===== config.mk =====
export PLATFORM = sky130hd
export DESIGN_NAME = unsigned_divide_with_remainder_flat
export DESIGN_NICKNAME = d
export VERILOG_FILES = /design/src/rtl/core/udiv_pkg.sv /design/src/rtl/core/udiv_if.sv /design/src/rtl/core/unsigned_divide_with_remainder.sv /design/src/rtl/core/udiv_stage.sv /design/src/flat_wrapper.sv
export SDC_FILE = /design/constraint.sdc
export NUM_CORES = 2
export LEC_CHECK = 0
export BUFFER_PORTS_ARGS = -buffer_cell sky130_fd_sc_hd__buf_2
export CAP_MARGIN = 20
export CORE_MARGIN = 5
export CORE_UTILIZATION = 40
export CTS_BUF_LIST = sky130_fd_sc_hd__clkbuf_4 sky130_fd_sc_hd__clkbuf_8 sky130_fd_sc_hd__clkbuf_16
export DETAILED_ROUTE_END_ITERATION = 7
export PLACE_DENSITY = 0.56
export SLEW_MARGIN = 20
export SYNTH_ARGS = -nofsm -noshare
export SYNTH_HDL_FRONTEND = slang
export SYNTH_SLANG_ARGS = --single-unit

===== constraint.sdc =====
create_clock -name clk_i -period 12.2 [get_ports clk_i]
set_input_delay 0.61 -clock clk_i [delete_from_list [all_inputs] [get_ports clk_i]]
set_output_delay 0.61 -clock clk_i [all_outputs]
set_load 0.05 [all_outputs]

===== src/rtl/core/udiv_pkg.sv =====
// Shared constants for the pipelined unsigned divider.
package udiv_pkg;

  // Default operand width; the supported range is 2 to 64 bits.
  localparam int unsigned DataWidthDef = 32;

endpackage : udiv_pkg


===== src/rtl/core/udiv_if.sv =====
// Valid/ready channel interfaces for the divider operands and results.
interface udiv_in_if
  import udiv_pkg::*;
#(
  parameter int unsigned DataWidth = DataWidthDef
) ();
  logic                 valid;
  logic                 ready;
  logic [DataWidth-1:0] dividend;
  logic [DataWidth-1:0] divisor;

  modport source (output valid, dividend, divisor, input ready);
  modport sink   (input valid, dividend, divisor, output ready);
endinterface : udiv_in_if

interface udiv_out_if
  import udiv_pkg::*;
#(
  parameter int unsigned DataWidth = DataWidthDef
) ();
  logic                 valid;
  logic                 ready;
  logic [DataWidth-1:0] quotient;
  logic [DataWidth-1:0] remainder;
  logic                 divide_by_zero;

  modport source (output valid, quotient, remainder, divide_by_zero, input ready);
  modport sink   (input valid, quotient, remainder, divide_by_zero, output ready);
endinterface : udiv_out_if


===== src/rtl/core/unsigned_divide_with_remainder.sv =====
// Top level of the pipelined unsigned divider with remainder.
//
//   Channel | Direction | Beat contents                          | Handshake
//   in_i    | input     | dividend, divisor                      | valid/ready
//   out_o   | output    | quotient, remainder, divide_by_zero    | valid/ready
//
// One beat is accepted every cycle unless in_i stalls; results pass the stages,
// one quotient bit per stage, each stage one subtract and compare.
// Reset clears only the valid bits of the stages.
// Each stage holds its beat only while the stage after it is full and stalled,
// so bubbles close up and in_i stalls only when every stage is full.
module unsigned_divide_with_remainder
  import udiv_pkg::*;
#(
  parameter int unsigned DataWidth = DataWidthDef
) (
  input  logic       clk_i,
  input  logic       rst_ni,
  udiv_in_if.sink    in_i,
  udiv_out_if.source out_o
);

  logic                 valid [DataWidth+1];
  logic                 ready [DataWidth+1];
  logic [DataWidth-1:0] rem   [DataWidth+1];
  logic [DataWidth-1:0] quo   [DataWidth+1];
  logic [DataWidth-1:0] den   [DataWidth+1];
  logic                 dbz   [DataWidth+1];

  // Entry: empty partial remainder, dividend in the shifter.
  assign valid[0]   = in_i.valid;
  assign in_i.ready = ready[0];
  assign rem[0]     = '0;
  assign quo[0]     = in_i.dividend;
  assign den[0]     = in_i.divisor;
  assign dbz[0]     = (in_i.divisor == '0);

  // One stage per quotient bit, most significant first.
  for (genvar k = 0; k < DataWidth; k++) begin : g_stage
    udiv_stage #(
      .DataWidth (DataWidth)
    ) u_stage (
      .clk_i   (clk_i),
      .rst_ni  (rst_ni),
      .valid_i (valid[k]),
      .ready_o (ready[k]),
      .rem_i   (rem[k]),
      .quo_i   (quo[k]),
      .den_i   (den[k]),
      .dbz_i   (dbz[k]),
      .valid_o (valid[k+1]),
      .ready_i (ready[k+1]),
      .rem_o   (rem[k+1]),
      .quo_o   (quo[k+1]),
      .den_o   (den[k+1]),
      .dbz_o   (dbz[k+1])
    );
  end

  // Result: a zero divisor forces both results to zero.
  assign out_o.valid          = valid[DataWidth];
  assign ready[DataWidth]     = out_o.ready;
  assign out_o.quotient       = dbz[DataWidth] ? '0 : quo[DataWidth];
  assign out_o.remainder      = dbz[DataWidth] ? '0 : rem[DataWidth];
  assign out_o.divide_by_zero = dbz[DataWidth];

endmodule : unsigned_divide_with_remainder


===== src/rtl/core/udiv_stage.sv =====
// One restoring-division step with its pipeline register and local flow control.
module udiv_stage
  import udiv_pkg::*;
#(
  parameter int unsigned DataWidth = DataWidthDef
) (
  input  logic                 clk_i,
  input  logic                 rst_ni,
  // Upstream side.
  input  logic                 valid_i,
  output logic                 ready_o,
  input  logic [DataWidth-1:0] rem_i,
  input  logic [DataWidth-1:0] quo_i,
  input  logic [DataWidth-1:0] den_i,
  input  logic                 dbz_i,
  // Downstream side.
  output logic                 valid_o,
  input  logic                 ready_i,
  output logic [DataWidth-1:0] rem_o,
  output logic [DataWidth-1:0] quo_o,
  output logic [DataWidth-1:0] den_o,
  output logic                 dbz_o
);

  logic                 valid_q;
  logic [DataWidth-1:0] rem_d, rem_q;
  logic [DataWidth-1:0] quo_d, quo_q;
  logic [DataWidth-1:0] den_q;
  logic                 dbz_q;
  logic [DataWidth-1:0] shifted;
  logic [DataWidth-1:0] diff;
  logic                 take;

  // The quotient register doubles as the dividend shifter: its top bit is the
  // next dividend bit, and each new quotient bit enters at the bottom.
  always_comb begin
    shifted = {rem_i[DataWidth-2:0], quo_i[DataWidth-1]};
    take    = (shifted >= den_i);
    diff    = shifted - den_i;
    rem_d   = take ? diff : shifted;
    quo_d   = {quo_i[DataWidth-2:0], take};
  end

  // A stage takes a new beat when it is empty or its content moves on.
  assign ready_o = !valid_q || ready_i;

  // Valid bit.
  always_ff @(posedge clk_i or negedge rst_ni) begin
    if (!rst_ni) begin
      valid_q <= 1'b0;
    end else if (ready_o) begin
      valid_q <= valid_i;
    end
  end

  // Payload registers load only with a beat.
  always_ff @(posedge clk_i) begin
    if (ready_o && valid_i) begin
      rem_q <= rem_d;
      quo_q <= quo_d;
      den_q <= den_i;
      dbz_q <= dbz_i;
    end
  end

  assign valid_o = valid_q;
  assign rem_o   = rem_q;
  assign quo_o   = quo_q;
  assign den_o   = den_q;
  assign dbz_o   = dbz_q;

endmodule : udiv_stage


===== src/flat_wrapper.sv =====
// flat-port wrapper written by rule: the top's interface ports become plain ports
module unsigned_divide_with_remainder_flat import udiv_pkg::*;
#(
  parameter int unsigned DataWidth = DataWidthDef
)
  (clk_i, rst_ni, in_i_valid, in_i_dividend, in_i_divisor, in_i_ready, out_o_valid, out_o_quotient, out_o_remainder, out_o_divide_by_zero, out_o_ready);
  udiv_in_if #(.DataWidth(DataWidth)) in_i_i ();
  udiv_out_if #(.DataWidth(DataWidth)) out_o_i ();
  input  logic clk_i;
  input  logic rst_ni;
  input wire logic [$bits(in_i_i.valid)-1:0] in_i_valid;
  input wire logic [$bits(in_i_i.dividend)-1:0] in_i_dividend;
  input wire logic [$bits(in_i_i.divisor)-1:0] in_i_divisor;
  output wire logic [$bits(in_i_i.ready)-1:0] in_i_ready;
  output wire logic [$bits(out_o_i.valid)-1:0] out_o_valid;
  output wire logic [$bits(out_o_i.quotient)-1:0] out_o_quotient;
  output wire logic [$bits(out_o_i.remainder)-1:0] out_o_remainder;
  output wire logic [$bits(out_o_i.divide_by_zero)-1:0] out_o_divide_by_zero;
  input wire logic [$bits(out_o_i.ready)-1:0] out_o_ready;
  assign in_i_i.valid = in_i_valid;
  assign in_i_i.dividend = in_i_dividend;
  assign in_i_i.divisor = in_i_divisor;
  assign in_i_ready = in_i_i.ready;
  assign out_o_valid = out_o_i.valid;
  assign out_o_quotient = out_o_i.quotient;
  assign out_o_remainder = out_o_i.remainder;
  assign out_o_divide_by_zero = out_o_i.divide_by_zero;
  assign out_o_i.ready = out_o_ready;
  unsigned_divide_with_remainder #(.DataWidth(DataWidth)) u_core (.clk_i(clk_i), .rst_ni(rst_ni), .in_i(in_i_i), .out_o(out_o_i));
endmodule

==> metrics.csv <==
stage,metric,value,unit
grt,total track usage,0.1770,
grt,vias in the first global route,95629,
pwr,peak supply drop,0.1498,mV
worst_setup_path,critical path's slowest cell,or4_1,
routing,via count,96171,
worst_setup_path,reg2reg setup slack,7.55,ns
routing,routed wire length,364400,um
timing,Slew Limit Fails,0,
worst_setup_path,Worst R2R Path Depth,14,
min_path,worst hold endpoint,u_core.g_stage[0].u_stage.rem_o[0],
worst_setup_path,family with the most delay on the worst path,simple AND/OR/NAND/NOR gates,
timing,slew margin rel.,0.2748,
pwr,NetSw,15.22,mW
pwr,PwrDens,249.5,mW/mm2
outcome,status,completed,
synth,synth unique cells,93,
synth,Syn. warnings,0,
worst_setup_path,"slowest stage delay, CP",0.59,ns
routing,WL/cell,20.13,um
synth,post-synth top area share,0.5911,
worst_setup_path,"most used cell, CP",nand4_1,
pwr,P_leak,69.32,nW
placed_design,PortBufs,134,
layout,FF+latch area,0.09212,mm2
min_path,hold_sp,in_i_dividend[31],
cts,Clock transition at path regs,0.06,ns
cts,depth of the CTS H-tree,5,
grt,initial antenna violation count,14,
pwr,power share of the clock group,0.242,
timing,final count of hold timing violations,0,
timing,Hold WS,0.1090,ns
timing,setup violators final,0,
synth,Post-Syn Nets,13387,
worst_setup_path,RR Endpoint,u_core.g_stage[31].u_stage.rem_o[30],
synth,sequential element share of the synthesized area,0.5963,
timing,worst slew pin tran,1.084,ns
grt,total gr overflow,0,
layout,final instance area,0.1742,mm2
routing,detailed router's first-iteration violation count,6822,
cts,CTS tree,built,
placed_design,Placed Area,0.1619,mm2
placed_design,dpl hpwl,274600,um
floorplanning,DIE WIDTH,631.5,um
cts,clock buffer count from CTS,347,
floorplanning,Initial Utilization,0.4012,
timing,TNS Setup,0,ns
pwr,Tot Pwr,43.47,mW
cts,clk_lat worst skew,0.95,ns
synth,Synth Register Bits,3073,
pwr,Pint,28.25,mW
timing,FMAX,0.1995,GHz
pwr,Seq pwr share,0.368,
placed_design,gpl congestion,0.8881,
cts,post-CTS sizing,0,
synth,Post-synth ARST share,0.01041,
synth,synth cell count leaders,"edfxtp_1, inv_1, ha_1",
min_path,Hold Path Class,in2reg,
synth,"area leader, netlist",edfxtp_1,
floorplanning,IO Count,135,
worst_setup_path,reg2reg start,u_core.g_stage[30].u_stage.quo_o[31],
worst_setup_path,crit path from,u_core.g_stage[30].u_stage.valid_o,
worst_setup_path,Worst Path Buf+Inv,2,
cts,Clock Sinks,3073,
routing,antenna-violating nets left,0,
routing,First-pass DRT Iterations,6,
flow_run,Max-Cap Viols,0,
floorplanning,row count,228,
cts,clk buf depth,4,
worst_setup_path,required time of the critical path,11.59,ns
min_path,Hold Crit Depth,3,
cts,clock root buffer,clkbuf_16,
worst_setup_path,worst-path fanout max,11,
synth,Post-Syn Instances,12294,
worst_setup_path,"critical path, cell by cell",and4b_1 > and2_1 > nand2_1 > or4_1 > nor3_2 > buf_4 > nand4_1 > nor2_1 > nand4_1 > buf_2,
timing,fin crit period,5.013,ns
placed_design,pre-CTS WS,7.376,ns
timing,Clock Skew,0.07274,ns
timing,final worst slack,7.187,ns
worst_setup_path,CP Capture Type,primary output,
worst_setup_path,Worst setup SP type,register,
timing,period utilization,0.4109,
layout,fillcell total,34367,
synth,"Top FF cell, synth",edfxtp_1,
cts,Post-CTS Repair Setup Buffers,0,
routing,drt drc,0,
layout,Multi-input gate area,0.05709,mm2
timing,RSZ-0062 raised after global routing,false,
floorplanning,die area,0.3988,mm2
layout,Final nets,13843,
synth,Syn Area/Cell,12.57,um2
grt,largest net degree at the start of global routing,97,
layout,share of cells above drive strength 1,0.1127,
synth,cell with the most instances after synthesis,edfxtp_1,
routing,Vias/cell,5.312,
synth,"Cell Area, Synth",0.1545,mm2
worst_setup_path,CP arrival,4.40,ns
pwr,Comb pwr share,0.390,
floorplanning,Core Region,0.3851,mm2
synth,Synth area leaders,"edfxtp_1, ha_1, mux2_2",
synth,"EDFF count, synth",3041,
pwr,switching fraction of total power,0.3501,
floorplanning,Die Ht,631.5,um
cts,hold buffer count at cts,66,
layout,area added between synthesis and finish,12.77,%
grt,first-pass GRT wire length,559100,um
worst_setup_path,worst setup path category,reg2out,
==> tightest hold or removal path: cells and delay by family <==
| family | cells | cell delay (ns) |
|---|---|---|
| simple gates | 1 | 0.04 |
| buf+inv | 1 | 0.09 |
| compound gates | 1 | 0.13 |
==> final cells by class <==
class                   instances  share of cell area
flip-flops and latches       3073              0.5287
clock inverters               231             0.01354
diodes                          4          0.00005745
clock buffers                 408             0.05287
multi-input cells            7725              0.3277
inverters                    1307             0.02816
well taps                    5060             0.03634
repair buffers                296             0.01263
==> registers in the layout, indices dropped and copies added, names as in the netlist <==
signal / cells
u_core.g_stage.u_stage.quo_o: 1024
u_core.g_stage.u_stage.rem_o: 993
u_core.g_stage.u_stage.den_o: 992
u_core.g_stage.u_stage.dbz_o: 32
u_core.g_stage.u_stage.valid_o: 32
==> cells in the final DEF (no fill, tap or decap), types with 87 or more instances in the layout <==
cell type and count:
edfxtp_1 3041, inv_1 1306, ha_1 994, a21oi_1 855, nor2_1 682, nand2_1 632, o21ai_0 621, xnor2_1 543
mux2_2 505, a21o_1 395, clkbuf_16 351, xor2_1 241, nand3_1 181, o21a_1 174, nor2b_1 172, nor3_1 161
nand4_1 155, o21bai_1 139, buf_2 134, nand2b_1 118, a31oi_1 111, buf_4 87
==> power by group through the flow <==
stage	registers (mW)	clock network, mW	logic [mW]
finish	16.0	10.5	17.0
floorplan	15.5	0	13.1
detailed placement	16.2	0	16.7
global placement	16.2	0	16.3
global route	16.2	11.3	18.8
CTS	16.0	10.9	16.8
==> stage by stage <==
step | utilization | instances
after floorplan | - | 12294
after global placement | 0.4201 | 17387
after detailed placement | 0.4203 | 17391
after CTS | 0.4521 | 18096
after global routing | 0.4524 | 18101
final | 0.4524 | 18104
==> cells by family after synthesis <==
family          synth area share
fa+ha+maj                0.08452
simple gates             0.07760
xor+xnor                 0.04445
compound gates            0.1179
mux                      0.04185
flops                     0.5963
buf+inv                  0.03742
==> metal layers <==
layer	GRT usage	vias to the layer above	routed length, um	share of wire
li1	-	46385	-	-
met1	0.2337	47049	160000	0.44
met2	0.3072	2178	178400	0.49
met3	0.02225	559	16020	0.044
met4	0.04739	0	9926	0.027
met5	0	-	0	0
==> how the worst max path moves through the flow <==
stage                                               end  slack (ns)  depth (start not counted)
detailed placement  u_core.g_stage[0].u_stage.quo_o[25]        7.38                         12
floorplan               u_core.g_stage[2].u_stage.dbz_o        3.08                          8
CTS                                          in_i_ready        7.03                         10
finish                                       in_i_ready        7.19                         10
global placement    u_core.g_stage[0].u_stage.quo_o[22]        7.40                         12
global route                                 in_i_ready        6.79                         10
(Power assumes the default switching activity.)
